<file path="config.mk">
export PLATFORM = sky130hd
export DESIGN_NAME = peer_wire_message_deframer
export DESIGN_NICKNAME = d
export VERILOG_FILES = /design/src/sv/pwd_pkg.sv /design/src/sv/pwd_front.sv /design/src/sv/pwd_queue.sv /design/src/sv/peer_wire_message_deframer.sv
export SDC_FILE = /design/constraint.sdc
export NUM_CORES = 1
export LEC_CHECK = 0
export BUFFER_PORTS_ARGS = -buffer_cell sky130_fd_sc_hd__buf_2
export CAP_MARGIN = 20
export CORE_MARGIN = 2
export CORE_UTILIZATION = 35
export CTS_BUF_LIST = sky130_fd_sc_hd__clkbuf_8
export DETAILED_ROUTE_END_ITERATION = 10
export PLACE_DENSITY = 0.52
export SETUP_SLACK_MARGIN = 0.3
export SYNTH_ARGS = -nofsm -noshare
export SYNTH_HDL_FRONTEND = slang
export SYNTH_SLANG_ARGS = --single-unit
</file>
<file path="constraint.sdc">
create_clock -name clk -period 10.44 [get_ports clk]
set_clock_uncertainty 0.15 [all_clocks]
set_input_delay 1.566 -clock clk [delete_from_list [all_inputs] [get_ports clk]]
set_output_delay 1.566 -clock clk [all_outputs]
set_load 0.03 [all_outputs]
</file>
<file path="src/sv/pwd_pkg.sv">
// ----------------------------------------------------------------------------
// pwd_pkg
// Shared types and constants of the peer wire message deframer.
// ----------------------------------------------------------------------------
package pwd_pkg;

    // Widths fixed by the item fields
    localparam int BYTE_W      = 8;
    localparam int WORD_W      = 32;
    localparam int PIECE_CNT_W = 22;
    localparam int EVENT_W     = 3;

    // Default parameter values
    localparam int DEF_HANDSHAKE_BYTES = 68;
    localparam int DEF_QUEUE_DEPTH     = 4;

    // Message ids on the wire
    localparam logic [BYTE_W-1:0] ID_CHOKE    = 8'd0;
    localparam logic [BYTE_W-1:0] ID_UNCHOKE  = 8'd1;
    localparam logic [BYTE_W-1:0] ID_BITFIELD = 8'd5;
    localparam logic [BYTE_W-1:0] ID_PIECE    = 8'd7;

    // Result event codes
    localparam logic [EVENT_W-1:0] EV_HANDSHAKE = 3'd0;
    localparam logic [EVENT_W-1:0] EV_CHOKE     = 3'd1;
    localparam logic [EVENT_W-1:0] EV_UNCHOKE   = 3'd2;
    localparam logic [EVENT_W-1:0] EV_BITFIELD  = 3'd3;
    localparam logic [EVENT_W-1:0] EV_DATA      = 3'd4;
    localparam logic [EVENT_W-1:0] EV_EMPTY     = 3'd5;

    // One result item
    typedef struct packed {
        logic [EVENT_W-1:0] event_res;
        logic [WORD_W-1:0]  piece_num;
        logic [WORD_W-1:0]  block_begin;
        logic [BYTE_W-1:0]  data_value;
        logic               last;
        logic               choked_now;
    } res_t;

    // Parser status seen by the top level
    typedef struct packed {
        logic in_handshake;
        logic choked;
    } front_stat_t;

endpackage

</file>
<file path="src/sv/pwd_front.sv">
// ----------------------------------------------------------------------------
// pwd_front
// Byte parser: skips the handshake, deframes length-prefixed messages and
// classifies each byte into at most one result item.
// ----------------------------------------------------------------------------
module pwd_front
    import pwd_pkg::*;
#(
    parameter int HANDSHAKE_BYTES = DEF_HANDSHAKE_BYTES
)
(
    input  logic                   clk,
    input  logic                   rst_n,
    input  logic                   item_valid,
    input  logic [BYTE_W-1:0]      rx_byte,
    input  logic                   restart,
    input  logic [PIECE_CNT_W-1:0] piece_count,
    output logic                   res_valid,
    output res_t                   res,
    output front_stat_t            stat
);

    localparam int HS_W = $clog2(HANDSHAKE_BYTES + 1);

    typedef enum logic [1:0] {
        PH_HANDSHAKE,
        PH_PREFIX,
        PH_ID,
        PH_PAYLOAD
    } phase_t;

    phase_t              phase_reg, phase_next;
    logic [HS_W-1:0]     hs_cnt_reg, hs_cnt_next;
    logic [WORD_W-1:0]   len_shift_reg, len_shift_next;
    logic [1:0]          pfx_cnt_reg, pfx_cnt_next;
    logic [WORD_W-1:0]   bytes_left_reg, bytes_left_next;
    logic [BYTE_W-1:0]   msg_id_reg, msg_id_next;
    logic [WORD_W-1:0]   pos_reg, pos_next;
    logic [WORD_W-1:0]   held_index_reg, held_index_next;
    logic [WORD_W-1:0]   held_begin_reg, held_begin_next;
    logic                choke_reg, choke_next;

    logic [HS_W-1:0]     hs_inc;
    logic [WORD_W-1:0]   len_word;
    logic [WORD_W-1:0]   left_dec;
    logic                fin;
    logic [WORD_W-1:0]   pc_bytes;
    logic [BYTE_W-1:0]   bf_mask;
    logic                flag_msg;

    assign hs_inc   = hs_cnt_reg + 1'b1;
    assign len_word = {len_shift_reg[WORD_W-BYTE_W-1:0], rx_byte};
    assign left_dec = bytes_left_reg - 1'b1;
    assign fin      = (left_dec == '0);
    assign pc_bytes = WORD_W'(piece_count[PIECE_CNT_W-1:3]);

    // Bitfield mask: full bytes below piece_count/8, partial byte at it
    always_comb
    begin
        if (pos_reg < pc_bytes)
            bf_mask = 8'hFF;
        else if (pos_reg == pc_bytes)
            bf_mask = ~(8'hFF >> piece_count[2:0]);
        else
            bf_mask = '0;
    end

    // Next state and result classification
    always_comb
    begin
        phase_next      = phase_reg;
        hs_cnt_next     = hs_cnt_reg;
        len_shift_next  = len_shift_reg;
        pfx_cnt_next    = pfx_cnt_reg;
        bytes_left_next = bytes_left_reg;
        msg_id_next     = msg_id_reg;
        pos_next        = pos_reg;
        held_index_next = held_index_reg;
        held_begin_next = held_begin_reg;
        choke_next      = choke_reg;
        res_valid       = 1'b0;
        res             = '0;
        flag_msg        = 1'b0;

        if (item_valid) begin
            if (restart) begin
                phase_next     = PH_HANDSHAKE;
                hs_cnt_next    = '0;
                len_shift_next = '0;
                pfx_cnt_next   = '0;
                choke_next     = 1'b1;
            end else begin
                case (phase_reg)
                    PH_HANDSHAKE:
                    begin
                        hs_cnt_next = hs_inc;
                        if (hs_inc >= HS_W'(HANDSHAKE_BYTES)) begin
                            hs_cnt_next    = '0;
                            phase_next     = PH_PREFIX;
                            len_shift_next = '0;
                            pfx_cnt_next   = '0;
                            res_valid      = 1'b1;
                            res.event_res  = EV_HANDSHAKE;
                        end
                    end
                    PH_ID:
                    begin
                        msg_id_next     = rx_byte;
                        bytes_left_next = left_dec;
                        pos_next        = '0;
                        if (fin) begin
                            flag_msg       = 1'b1;
                            phase_next     = PH_PREFIX;
                            len_shift_next = '0;
                            pfx_cnt_next   = '0;
                        end else begin
                            phase_next = PH_PAYLOAD;
                        end
                    end
                    PH_PAYLOAD:
                    begin
                        bytes_left_next = left_dec;
                        pos_next        = pos_reg + 1'b1;
                        if (msg_id_reg == ID_BITFIELD) begin
                            res_valid       = 1'b1;
                            res.event_res   = EV_BITFIELD;
                            res.piece_num   = {pos_reg[WORD_W-4:0], 3'b000};
                            res.data_value  = rx_byte & bf_mask;
                            res.last        = fin;
                        end else if (msg_id_reg == ID_PIECE) begin
                            if (pos_reg[WORD_W-1:2] == '0) begin
                                held_index_next = {held_index_reg[WORD_W-BYTE_W-1:0],
                                                   rx_byte};
                            end else if (pos_reg[WORD_W-1:3] == '0) begin
                                held_begin_next = {held_begin_reg[WORD_W-BYTE_W-1:0],
                                                   rx_byte};
                                if (pos_reg[2:0] == 3'd7 && fin) begin
                                    res_valid       = 1'b1;
                                    res.event_res   = EV_EMPTY;
                                    res.piece_num   = held_index_reg;
                                    res.block_begin = held_begin_next;
                                    res.last        = 1'b1;
                                end
                            end else begin
                                res_valid       = 1'b1;
                                res.event_res   = EV_DATA;
                                res.piece_num   = held_index_reg;
                                res.block_begin = held_begin_reg;
                                res.data_value  = rx_byte;
                                res.last        = fin;
                            end
                        end else if (fin) begin
                            flag_msg = 1'b1;
                        end
                        if (fin) begin
                            phase_next     = PH_PREFIX;
                            len_shift_next = '0;
                            pfx_cnt_next   = '0;
                        end
                    end
                    default:
                    begin
                        // length prefix, big-endian
                        len_shift_next = len_word;
                        pfx_cnt_next   = pfx_cnt_reg + 1'b1;
                        if (pfx_cnt_reg == 2'd3) begin
                            if (len_word == '0) begin
                                // keep-alive
                                len_shift_next = '0;
                            end else begin
                                bytes_left_next = len_word;
                                phase_next      = PH_ID;
                            end
                        end
                    end
                endcase

                // choke / unchoke takes effect on the final message byte
                if (flag_msg) begin
                    if (msg_id_next == ID_CHOKE) begin
                        choke_next    = 1'b1;
                        res_valid     = 1'b1;
                        res.event_res = EV_CHOKE;
                    end else if (msg_id_next == ID_UNCHOKE) begin
                        choke_next    = 1'b0;
                        res_valid     = 1'b1;
                        res.event_res = EV_UNCHOKE;
                    end
                end
            end
        end
        res.choked_now = choke_next;
    end

    // Control state
    always_ff @(posedge clk or negedge rst_n)
    begin
        if (!rst_n) begin
            phase_reg     <= PH_HANDSHAKE;
            hs_cnt_reg    <= '0;
            len_shift_reg <= '0;
            pfx_cnt_reg   <= '0;
            choke_reg     <= 1'b1;
        end else begin
            phase_reg     <= phase_next;
            hs_cnt_reg    <= hs_cnt_next;
            len_shift_reg <= len_shift_next;
            pfx_cnt_reg   <= pfx_cnt_next;
            choke_reg     <= choke_next;
        end
    end

    // Message payload state, always written before it is used
    always_ff @(posedge clk)
    begin
        bytes_left_reg <= bytes_left_next;
        msg_id_reg     <= msg_id_next;
        pos_reg        <= pos_next;
        held_index_reg <= held_index_next;
        held_begin_reg <= held_begin_next;
    end

    assign stat.in_handshake = (phase_reg == PH_HANDSHAKE);
    assign stat.choked       = choke_reg;

endmodule

</file>
<file path="src/sv/pwd_queue.sv">
// ----------------------------------------------------------------------------
// pwd_queue
// Short result queue between the parser and the result ports.
// ----------------------------------------------------------------------------
module pwd_queue
    import pwd_pkg::*;
#(
    parameter int QUEUE_DEPTH = DEF_QUEUE_DEPTH
)
(
    input  logic                           clk,
    input  logic                           rst_n,
    input  logic                           wr_en,
    input  res_t                           wr_data,
    input  logic                           rd_en,
    output res_t                           rd_data,
    output logic                           empty,
    output logic                           full,
    output logic [$clog2(QUEUE_DEPTH+1)-1:0] count
);

    localparam int PTR_W = (QUEUE_DEPTH > 1) ? $clog2(QUEUE_DEPTH) : 1;
    localparam int CNT_W = $clog2(QUEUE_DEPTH + 1);

    res_t             slot_reg [QUEUE_DEPTH];
    logic [PTR_W-1:0] wr_ptr_reg, wr_ptr_next;
    logic [PTR_W-1:0] rd_ptr_reg, rd_ptr_next;
    logic [CNT_W-1:0] count_reg, count_next;
    logic             do_wr, do_rd;

    assign do_wr = wr_en && (count_reg != CNT_W'(QUEUE_DEPTH));
    assign do_rd = rd_en && (count_reg != '0);

    // Pointer and fill count update
    always_comb
    begin
        wr_ptr_next = wr_ptr_reg;
        rd_ptr_next = rd_ptr_reg;
        count_next  = count_reg;
        if (do_wr)
            wr_ptr_next = (wr_ptr_reg == PTR_W'(QUEUE_DEPTH - 1)) ? '0 : wr_ptr_reg + 1'b1;
        if (do_rd)
            rd_ptr_next = (rd_ptr_reg == PTR_W'(QUEUE_DEPTH - 1)) ? '0 : rd_ptr_reg + 1'b1;
        if (do_wr && !do_rd)
            count_next = count_reg + 1'b1;
        else if (do_rd && !do_wr)
            count_next = count_reg - 1'b1;
    end

    always_ff @(posedge clk or negedge rst_n)
    begin
        if (!rst_n) begin
            wr_ptr_reg <= '0;
            rd_ptr_reg <= '0;
            count_reg  <= '0;
        end else begin
            wr_ptr_reg <= wr_ptr_next;
            rd_ptr_reg <= rd_ptr_next;
            count_reg  <= count_next;
        end
    end

    // Storage
    always_ff @(posedge clk)
    begin
        if (do_wr)
            slot_reg[wr_ptr_reg] <= wr_data;
    end

    assign rd_data = slot_reg[rd_ptr_reg];
    assign empty   = (count_reg == '0);
    assign full    = (count_reg == CNT_W'(QUEUE_DEPTH));
    assign count   = count_reg;

endmodule

</file>
<file path="src/sv/peer_wire_message_deframer.sv">
// ----------------------------------------------------------------------------
// peer_wire_message_deframer
// Received-byte deframer for one peer wire connection.
// ----------------------------------------------------------------------------
// Takes one received byte per clock. The parser classifies each byte in the
// cycle it is accepted and writes at most one result into a result queue of
// QUEUE_DEPTH entries; a result is registered in a queue slot and shows on the
// result ports once it is at the head of the queue. Bytes are taken every cycle
// as long as the queue has room, so the sustained rate is one byte per clock
// while the consumer pops at that rate; full is high only while the queue holds
// QUEUE_DEPTH results. A piece_count write is taken at once and is meant for an
// idle block. There is no clearing pass after reset.
module peer_wire_message_deframer
    import pwd_pkg::*;
#(
    parameter int HANDSHAKE_BYTES = DEF_HANDSHAKE_BYTES,
    parameter int QUEUE_DEPTH     = DEF_QUEUE_DEPTH
)
(
    input  logic                   clk,
    input  logic                   rst_n,
    // configuration write
    input  logic                   cfg_valid,
    output logic                   cfg_ready,
    input  logic [PIECE_CNT_W-1:0] cfg_data,
    // byte input
    input  logic                   push,
    output logic                   full,
    input  logic [BYTE_W-1:0]      rx_byte,
    input  logic                   restart,
    // result output
    output logic                   empty,
    input  logic                   pop,
    output logic [EVENT_W-1:0]     event_res,
    output logic [WORD_W-1:0]      piece_num,
    output logic [WORD_W-1:0]      block_begin,
    output logic [BYTE_W-1:0]      data_value,
    output logic                   last,
    output logic                   choked_now
);

    localparam int CNT_W = $clog2(QUEUE_DEPTH + 1);

    logic [PIECE_CNT_W-1:0] piece_count_reg;
    logic                   in_take;
    logic                   res_valid;
    res_t                   res;
    res_t                   head;
    front_stat_t            fstat;
    logic [CNT_W-1:0]       q_count;

    // Piece count register
    assign cfg_ready = 1'b1;

    always_ff @(posedge clk or negedge rst_n)
    begin
        if (!rst_n)
            piece_count_reg <= '0;
        else if (cfg_valid && cfg_ready)
            piece_count_reg <= cfg_data;
    end

    assign in_take = push && !full;

    // Parser
    pwd_front #(
        .HANDSHAKE_BYTES(HANDSHAKE_BYTES)
    ) u_front (
        .clk        (clk),
        .rst_n      (rst_n),
        .item_valid (in_take),
        .rx_byte    (rx_byte),
        .restart    (restart),
        .piece_count(piece_count_reg),
        .res_valid  (res_valid),
        .res        (res),
        .stat       (fstat)
    );

    // Result queue
    pwd_queue #(
        .QUEUE_DEPTH(QUEUE_DEPTH)
    ) u_queue (
        .clk    (clk),
        .rst_n  (rst_n),
        .wr_en  (res_valid),
        .wr_data(res),
        .rd_en  (pop),
        .rd_data(head),
        .empty  (empty),
        .full   (full),
        .count  (q_count)
    );

    assign event_res   = head.event_res;
    assign piece_num   = head.piece_num;
    assign block_begin = head.block_begin;
    assign data_value  = head.data_value;
    assign last        = head.last;
    assign choked_now  = head.choked_now;

    // Checks
    a_restart_clears: assert property (@(posedge clk) disable iff (!rst_n)
        (in_take && restart) |=> (fstat.in_handshake && fstat.choked))
        else $error("restart did not return the parser to handshake, choked");

    a_event_code: assert property (@(posedge clk) disable iff (!rst_n)
        !empty |-> (event_res <= EV_EMPTY))
        else $error("queued result has an undefined event code");

    a_pop_only: assert property (@(posedge clk) disable iff (!rst_n)
        (pop && !empty && !res_valid) |=> (q_count == $past(q_count) - 1'b1))
        else $error("result queue count did not drop after a pop");

    a_no_result_on_restart: assert property (@(posedge clk) disable iff (!rst_n)
        (in_take && restart) |-> !res_valid)
        else $error("restart byte produced a result");

endmodule
</file>
# Word-level counts from Yosys, hierarchy flattened
# Memories as Yosys holds them, arrays and structs flattened.
# Index checks and enable logic that the tools add are counted.
[op_classes]
n_addsub = 8
order_cmp = 2
n_eq_ne = 17
shift = 1
n_mux = 74
bitwise = 6
reduce_logical = 31
[ops]
columns = ["cell", "count"]
rows = [
  ["2-to-1 mux 76 bit", 4],
  ["2-to-1 mux 67 bit", 2],
  ["case mux 32 bit (2 select lines)", 2],
  ["2-to-1 mux 24 bit", 5],
  ["2-to-1 mux 32 bit", 3],
  ["2-to-1 mux 73 bit", 1],
  ["logical NOT 32 bit", 2],
  ["2-to-1 mux 8 bit", 6],
  ["case mux 24 bit (2 select lines)", 1],
  ["2-to-1 mux 35 bit", 1],
  ["adder 32 x 1 -> 32 bit, second input constant", 1],
  ["equality test 32 x 19 -> 1 bit", 1],
  ["< comparator 32 x 19 -> 1 bit", 1],
  ["subtractor 32 x 1 -> 32 bit, second input constant", 1],
  ["logical NOT 30 bit", 1],
  ["logical NOT 29 bit", 1],
  ["2-to-1 mux 1 bit", 24],
  ["2-to-1 mux 2 bit", 11],
  ["2-to-1 mux 7 bit", 3],
  ["2-to-1 mux 3 bit", 6],
  ["equality test 8 x 3 -> 1 bit, second input constant", 2],
  ["equality test 2 bit, second input constant", 5],
  ["AND reduction 5 bit", 2],
  ["2-to-1 mux 9 bit", 1],
  ["other kinds (32)", 52],
]
[word_totals]
register_bits = 201
mem_bits_rw = 308
inputBits = 36
out_inout_bits = 80
mem_count = 1
[mem_list]
columns = ["memory", "words", "word_bits", "read_ports", "rd_clocked_by_memory_dff", "write_ports", "line_no", "rtl"]
rows = [
  ["u_queue.slot_reg", 4, 77, 1, 0, 1, "pwd_queue.sv:25", "res_t slot_reg [QUEUE_DEPTH];"],
]

# Logic depth before layout (Yosys ltp)
# Gate-level depths: netlist (run 1).
[logic_depth]
ltp_word = 19
mapped_depth = 17
mapped_depth_nobuf = 16

# Modules after synthesis
# A second synthesis (run 1) with hierarchy kept.
[hier_totals]
cells_unflattened = 1422
hier_area_um2 = 22091.2
[modules_own_cells]
columns = ["module", "instances", "cells_per_inst", "area_per_inst_um2", "seq_area_each_um2"]
rows = [
  ["pwd_queue", 1, 440, 11554.8, 9424.0],
  ["pwd_front", 1, 933, 9698.1, 4986.0],
  ["peer_wire_message_deframer", 1, 49, 838.3, 550.5],
]

# Worst setup path before layout (run 1)
# No wires, ideal clock.
[synth_path]
path_type = "input port to flip-flop"
start = "input port push"
end = "memory u_queue.slot_reg[2][0] in the netlist's numbering, enable pin"
setup_ns = 0.522
arrival_ns = 6.376
t_required_ns = 9.768
slack_ns = 3.392
cell_stages = 8
path_buffers = 1
cell_sequence = "nor2b_1 > clkbuf_1 > nand2_1 > a211oi_1 > a31oi_1 > nor2_1 > a31oi_1 > nor2b_1"
[synth_via]
elab_chain_len = 5
[synth_lines]
columns = ["item", "line_no", "rtl"]
rows = [
  ["from (decl)", "peer_wire_message_deframer.sv:27", "input logic push,"],
  ["logical AND 1 bit", "peer_wire_message_deframer.sv:63", "assign in_take = push && !full;"],
  ["2-to-1 mux 1 bit", "pwd_front.sv:85", "if (item_valid) begin"],
  ["logical AND 1 bit", "pwd_queue.sv:31", "assign do_wr = wr_en && (count_reg != CNT_W'(QUEUE_DEPTH));"],
  ["2-to-1 mux 1 bit", "pwd_queue.sv:66", "if (do_wr)"],
  ["2-to-1 mux 1 bit (not written as such)", "pwd_queue.sv:67", "slot_reg[wr_ptr_reg] <= wr_data;"],
  ["to (decl)", "pwd_queue.sv:25", ""],
]
# No other way between the ends.

# Worst setup path in the final report (run 1)
[layout_path]
start = "register u_front.bytes_left_reg[10]"
end = "memory u_queue.slot_reg[1][16] in the netlist's numbering, enable pin"
[layout_via]
elab_chain_len = 17
[layout_lines]
columns = ["item", "line_no", "rtl"]
rows = [
  ["from (decl)", "pwd_front.sv:36", "logic [WORD_W-1:0] bytes_left_reg, bytes_left_next;"],
  ["from (signal assigned)", "pwd_front.sv:216", "bytes_left_reg <= bytes_left_next;"],
  ["subtractor 32 x 1 -> 32 bit (*)", "pwd_front.sv:53", "assign left_dec = bytes_left_reg - 1'b1;"],
  ["logical NOT 32 bit (*)", "pwd_front.sv:54", "assign fin = (left_dec == '0);"],
  ["logical AND 1 bit", "pwd_front.sv:137", "if (pos_reg[2:0] == 3'd7 && fin) begin"],
  ["2-to-1 mux 1 bit", "pwd_front.sv:137", ""],
  ["2-to-1 mux 1 bit", "pwd_front.sv:134", "end else if (pos_reg[WORD_W-1:3] == '0) begin"],
  ["2-to-1 mux 1 bit", "pwd_front.sv:131", "if (pos_reg[WORD_W-1:2] == '0) begin"],
  ["2-to-1 mux 1 bit", "pwd_front.sv:130", "end else if (msg_id_reg == ID_PIECE) begin"],
  ["2-to-1 mux 1 bit", "pwd_front.sv:124", "if (msg_id_reg == ID_BITFIELD) begin"],
  ["case mux 1 bit (2 select lines)", "pwd_front.sv:93", "case (phase_reg)"],
  ["2-to-1 mux 1 bit", "pwd_front.sv:184", "end else if (msg_id_next == ID_UNCHOKE) begin"],
  ["2-to-1 mux 1 bit", "pwd_front.sv:180", "if (msg_id_next == ID_CHOKE) begin"],
  ["2-to-1 mux 1 bit (*)", "pwd_front.sv:179", "if (flag_msg) begin"],
  ["2-to-1 mux 1 bit (*)", "pwd_front.sv:86", "if (restart) begin"],
  ["2-to-1 mux 1 bit (*)", "pwd_front.sv:85", ""],
  ["logical AND 1 bit (*)", "pwd_queue.sv:31", ""],
  ["2-to-1 mux 1 bit (*)", "pwd_queue.sv:66", ""],
  ["2-to-1 mux 1 bit (not written as such) (*)", "pwd_queue.sv:67", ""],
]
# Every way passes the cells marked *; elsewhere a longest branch is shown, timed or not. The select of a mux whose other input is x is not followed.

==> results of run 1 <==
## cells by family (layout without fill, tap and decap cells)
family / Yosys count / in the layout / share of synthesized area (%)
AND/OR/NAND/NOR: 351 / 351 / 8.05
adder cells (fa/ha/maj): 37 / 37 / 2.15
flip-flops: 509 / 509 / 68.5
AO/OA/AOI/OAI: 215 / 215 / 6.72
buffers and inverters: 126 / 357 / 2.47
other: 1 / 3 / 0.0172
multiplexers: 120 / 120 / 10.0
XOR/XNOR: 53 / 53 / 2.12
## cell usage after synthesis, types with 2 or more instances
| cell type | instances |
|---|---|
| and2_1 | 10 |
| mux4_2 | 77 |
| buf_1 | 14 |
| nor4b_1 | 2 |
| nor4bb_1 | 2 |
| xor2_1 | 32 |
| buf_8 | 2 |
| nor3b_1 | 4 |
| and3_1 | 15 |
| nor2_1 | 72 |
| o21ai_0 | 63 |
| a211oi_1 | 3 |
| a21o_1 | 9 |
| edfxtp_1 | 444 |
| o31ai_1 | 5 |
| o2bb2ai_1 | 2 |
| nand4_1 | 21 |
| and4_1 | 5 |
| nor2b_1 | 7 |
| a2111oi_0 | 2 |
| dfrtp_1 | 64 |
| clkbuf_1 | 37 |
| mux2_2 | 17 |
| ha_1 | 36 |
| inv_1 | 63 |
| xnor2_1 | 21 |
| a32o_1 | 5 |
| nand2_1 | 115 |
| buf_4 | 6 |
| nand3_1 | 23 |
| o21a_1 | 5 |
| or4_1 | 3 |
| or3_1 | 12 |
| a22o_1 | 57 |
| and2b_1 | 2 |
| buf_6 | 3 |
| nand2b_1 | 5 |
| nor4_1 | 27 |
| nor3_1 | 17 |
| a31oi_1 | 9 |
| mux2i_1 | 26 |
| a21oi_1 | 40 |
## layout by cell type, fill, tap and decap left out, types with 27 or more instances in the layout
cell type,count
inv_1,104
mux4_2,77
edfxtp_1,444
a21oi_1,40
o21ai_0,63
dfrtp_1,62
clkbuf_8,89
nand2_1,115
nor4_1,27
ha_1,36
xor2_1,32
nor2_1,69
a22o_1,57
buf_2,114
## power by group
part | internal [mW] | leakage (nW) | switching (mW) | total, mW
sequential | 2.28 | 5.62 | 0.121 | 2.40
clock | 0.827 | 0.949 | 0.813 | 1.64
combinational | 0.288 | 2.95 | 0.419 | 0.708
total | 3.40 | 9.52 | 1.35 | 4.75
## layout make-up
class | count | area (µm²) | area share, %
Antenna cell | 2 | 5.00 | 0.0200
Clock buffer | 89 | 1220 | 4.90
Clock inverter | 69 | 358 | 1.43
Inverter | 64 | 240 | 0.962
Multi-Input combinational cell | 777 | 6410 | 25.7
Sequential cell | 509 | 15000 | 59.9
Tap cell | 837 | 1050 | 4.19
Timing Repair Buffer | 135 | 728 | 2.91
## final timing paths
path / start / end / slack (ns) / cells past startpoint
worst max-delay path: u_front.bytes_left_reg[10] / u_queue.slot_reg[1][16] / 5.04 / 9
worst min-delay path: u_front.held_index_reg[21] / u_front.held_index_reg[29] / 0.30 / 0
worst max register to register: u_front.bytes_left_reg[10] / u_queue.slot_reg[1][16] / 5.04 / 9
worst min register to register: u_front.held_index_reg[21] / u_front.held_index_reg[29] / 0.30 / 0
max in group asynchronous: rst_n / u_queue.rd_ptr_reg[0] / 8.50 / 2
min in group asynchronous: rst_n / u_front.len_shift_reg[19] / 0.92 / 2
## routing by layer
metal	global-route usage, %	vias to the layer above
li1	-	5818
met1	23.0	6516
met2	25.5	341
met3	2.92	73
met4	5.09	0
met5	0	-
## through the flow
stage	hold slack [ns]	power (mW)	instance area, µm²	util [%]
2_1_floorplan	0.267	2.95	21900	-
3_5_place_dp	0.290	3.17	23400	37.9
5_1_grt	0.302	4.99	25000	40.5
3_3_place_gp	0.284	3.17	23400	37.9
4_1_cts	0.295	4.82	25000	40.5
6_report	0.297	4.75	25000	40.5
## critical path, cell delays in order (launching register included)
cell and delay [ns]:
edfxtp_1 0.46, nor4_1 0.78, nand4b_1 0.24, or4b_1 0.62
xor2_1 0.33, o21ai_2 0.14, nor2_1 0.35, a31oi_1 0.44
and2b_4 0.85, buf_4 0.62
==> impl_metrics.toml, run 1 <==
[global_route]
grt_first_pass_wirelength_um = 78700
grt_max_degree = 66
track_usage_pct = 16.3
grt_overflow = 0
antenna_found_initial = 1
grt_pass1_vias = 13000

[detailed_routing]
dr.pass1.iters = 5
first_iter_violations = 904
wirelength_um = 52200
viasPerCell = 5.14
topRoutingLayerUsed = "met4"
drt-met1-wl_um = 24400
wl_met2_um = 24100
drt.antenna.violating_nets = 0
wl_met3_um = 2700
route.detailed.drc = 0
vias = 12700
wire_per_inst_um = 21.0

[yosys]
synth-edff-count = 444
syn_area_um2 = 21900
ys_async_sr_fraction_pct = 12.8
synth-seq-cells = 509
synthFlopType = "edfxtp_1"
synth_area_leaders = "edfxtp_1 61%, mux4_2 7.9%, dfrtp_1 7.3%, a22o_1 2.3%, ha_1 2.1%"
syn_inst = 1412
seq_area_frac_synth_pct = 68.5
yosysWarnings = 0
yosysTopAreaCellShare_pct = 61.0
yosys.cell_types.count = 70
synth_top_area_cell = "edfxtp_1"
synth_nets = 1485
syn_avg_cell_area_um2 = 15.5

[sta]
slew_headroom_pct = 28.5
max_freq_mhz = 185
slew_violations = 0
rsz0062_at_grt = "false"
tightest_slew_ns = 1.07
setup_viol = 0
timing.final.crit_period_ns = 5.40
timing.final.ws_setup_ns = 5.04
fin_crit_sh_pct = 51.7
finalSetupTns_ns = 0
hold_violations = 0

[finish]
fillers = 5730
area_growth_pct = 14.3
drive_gt1_share_pct = 21.4
layout.cells.non_filler = 2482
largest_register_ffs = 308
nNetsFinal = 1647

[critical_path]
path_max_fanout = 40
start_kind = "flop"
critPathKind = "flop to flop"
cp.arrival_ns = 5.53
crit_required_ns = 10.58
cp-end-kind = "flop"

[clocking]
cts_root_buf = "clkbuf_8"
clk_latency_ns = 0.69
path_clk_slew_ns = 0.06
cts_hold_buf = 0
cts_made_buffers = 87
post_cts_resized = 0
numClockSinks = 509
ctsLongestPathBuffers = 3
htreeDepth = 3
cts_tree = "built"
post_cts_buffers = 0

[die]
die-area_um2 = 64500
start_util_pct = 35.4
die_width_um = 254
row_count = 91
ioPinCount = 116
core_area_um2 = 61700
die-height_um = 254

[pwr]
vdd_drop_max_mv = 0.0974
p_leak_nw = 9.52
powerDensity_nw_per_um2 = 190

[outcome]
outcome = "finished clean"

[place]
dp_worst_setup_slack_ns = 4.61
numPortBuffers = 114
dp.cells = 2322
dpl.hpwl_um = 33800
place_congestion = 0.845

[flow_run]
cap_violations = 0

[hold_path]
min_path_type = "flop to flop"
(Power assumes the default switching activity.)
==> run 2, diff against run 1 <==
ABC_AREA = 1   (was unset)
PLACE_DENSITY = 0.53   (was 0.52)
clock period = 4.3 ns   (was 10.44 ns; I/O delays follow)
==> run 2 against run 1 <==
Net effect: sequential power increased by 140%; highest routed layer is now met5; clock power increased by 140%; synthesized cell count increased by 50%; global-route usage increased by 1.9 points; power increased to 3.0 times the previous value; largest power group unchanged; via count increased by 26%; critical endpoint is now u_queue.count[2]; area after synthesis increased by 3.1%; count of clock-buffer cells in the layout increased by 4.
==> impl_metrics.toml, run 2 <==
[sta]
max_freq_mhz = 264
timing.final.crit_period_ns = 3.79
slew_headroom_pct = 28.1
fin_crit_sh_pct = 88.1
hold_violations = 0
finalSetupTns_ns = 0
rsz0062_at_grt = "true"
setup_viol = 0
slew_violations = 0
tightest_slew_ns = 1.07

[yosys]
yosys.cell_types.count = 45
syn_avg_cell_area_um2 = 10.6
yosysTopAreaCellShare_pct = 59.2
seq_area_frac_synth_pct = 66.4
syn_area_um2 = 22500
yosysWarnings = 0
ys_async_sr_fraction_pct = 12.8
synth_top_area_cell = "edfxtp_1"
synthFlopType = "edfxtp_1"
synth_nets = 2192
synth_area_leaders = "edfxtp_1 59%, dfrtp_1 7.1%, nand2_1 6.1%, o21ai_0 5.6%, nor2_1 5.0%"
synthMostInstantiatedCell = "edfxtp_1"
synth_common_cells = "444 x edfxtp_1, 369 x nand2_1, 298 x nor2_1, 250 x o21ai_0, 158 x inv_1"
synth-edff-count = 444
syn_inst = 2119
synth-seq-cells = 509

[critical_path]
path_max_fanout = 6
max_stage_delay_ns = 0.49
start_kind = "flop"
cp_common_cell = "nand2_1"
crit_slowest_cell = "edfxtp_1"
crit_required_ns = 4.67
cp.arrival_ns = 4.16
critPathKind = "flop to flop"
cp-end-kind = "flop"

[clocking]
htreeDepth = 3
path_clk_slew_ns = 0.06
numClockSinks = 509
cts_root_buf = "clkbuf_8"
cts_made_buffers = 87
ctsLongestPathBuffers = 3
cts_tree = "built"
clk_latency_ns = 0.68

[finish]
diodes = 0
nNetsFinal = 2356
final_cell_mix = "444 x edfxtp_1, 361 x nand2_1, 279 x nor2_1"
area_growth_pct = 15.9
largest_register_ffs = 308
fillers = 6286
final_common_cell = "edfxtp_1"
drive_gt1_share_pct = 14.5
layout.cells.non_filler = 3202
final_util_pct = 40.8

[global_route]
grt_first_pass_wirelength_um = 93200
antenna_found_initial = 3
grt_pass1_vias = 15800
grt_overflow = 0
track_usage_pct = 18.2
grt_max_degree = 99

[die]
start_util_pct = 35.2
die_width_um = 258
row_count = 93
die-area_um2 = 66400
core_area_um2 = 64000
die-height_um = 258
ioPinCount = 116

[detailed_routing]
wire_per_inst_um = 19.0
dr.pass1.iters = 5
wirelength_um = 60700
first_iter_violations = 1167
drt.antenna.violating_nets = 0
vias = 16000
route.detailed.drc = 0
viasPerCell = 5.00

[pwr]
combPwrFrac_pct = 30.6
powerDensity_nw_per_um2 = 543
swShare_pct = 37.9
p_int_mw = 8.81
pwr-share-seq_pct = 41.3
switchingPower_mw = 5.38
vdd_drop_max_mv = 0.280
clkPwrFrac_pct = 28.1
p_leak_nw = 9.71
power.total_mw = 14.2

[place]
dp.cells = 3040
dpl.hpwl_um = 40100
numPortBuffers = 114
place_congestion = 0.865

[hold_path]
min_path_type = "input port to flop"

[outcome]
outcome = "finished clean"

[flow_run]
cap_violations = 0
## run 2: changes by cell type in the layout (fill, tap and decap cells not counted), moves of 21 or more
cell	delta
o21ai_0	+186
a22o_1	-57
xor2_1	-22
mux2i_1	-26
nor2_1	+210
a21oi_1	+51
o22ai_1	+81
buf_4	+21
nand3_1	+58
mux4_2	-77
nand2_1	+246
inv_1	+87
## run 2: cells by family after synthesis
| family | share of synthesized area, % |
|---|---|
| and+or+nand+nor | 15.5 |
| muxes | 0.150 |
| adders and majority gates | 2.09 |
| buffers and inverters | 4.45 |
| other | 0.0166 |
| DFF | 66.4 |
| AOI/OAI and AO/OA | 10.8 |
| xor gates and xnor gates | 0.583 |
## run 2: power groups by stage
stage / sequential [mW] / combinational (mW) / clock [mW]
after floorplan: 5.88 / 2.95 / 0
after global placement: 5.94 / 4.35 / 0
after detailed placement: 5.95 / 4.38 / 0
after CTS: 5.85 / 4.39 / 4.13
after global routing: 5.89 / 4.80 / 4.33
final: 5.86 / 4.35 / 3.98
## run 2: layer usage
| layer | global-route usage [%] | wire length (µm) |
|---|---|---|
| met5 | 0 | 13 |
| met4 | 5.70 | 1280 |
| met3 | 2.94 | 3140 |
| met2 | 29.7 | 28900 |
| met1 | 24.8 | 27400 |
## run 2: final timing paths
check	cells after the start	startpoint	slack, ns	end
worst max-delay path	25	u_front.bytes_left_reg[4]	0.51	u_queue.count[2]
worst min-delay path	3	cfg_data[20]	0.06	piece_count_reg[20]
worst max register to register	25	u_front.bytes_left_reg[4]	0.51	u_queue.count[2]
worst min register to register	0	u_front.held_index_reg[3]	0.30	u_front.held_index_reg[11]
max in group asynchronous	2	rst_n	2.83	u_queue.rd_ptr_reg[0]
min in group asynchronous	2	rst_n	0.47	u_front.len_shift_reg[13]
## run 2: worst max-delay path: cells and delay by family (launching register included)
family	cells	cell delay, ns
compound gates	2	0.24
xor+xnor	1	0.14
fa+ha+maj	2	0.49
buf+inv	2	0.14
flops	1	0.49
simple gates	18	2.01
## run 2: stage by stage
step	setup slack, ns	instance area [µm²]	hold slack [ns]
2_1_floorplan	-0.550	22500	0.199
3_3_place_gp	0.193	24300	0.289
3_5_place_dp	0.184	24300	0.290
4_1_cts	0.305	26000	0.000522
5_1_grt	0.207	26100	0.0336
6_report	0.511	26100	0.0636
## run 2: what timing repair did
item	CTS	global route
gates resized for setup	5	36
endpoints found under the hold margin	66	0
buffers inserted	3	3
pin swaps	1	6
hold buffers	3	0
endpoints found under the setup margin	59	372
## run 2: final cells by class
type | instances | area [µm²] | share of cell area [%]
timing repair buffer | 170 | 1150 | 4.41
clock buffer | 93 | 1280 | 4.90
multi-input combinational | 1350 | 6740 | 25.8
inverter | 165 | 623 | 2.39
sequential | 509 | 15000 | 57.3
clock inverter | 60 | 287 | 1.10
tap | 855 | 1070 | 4.10
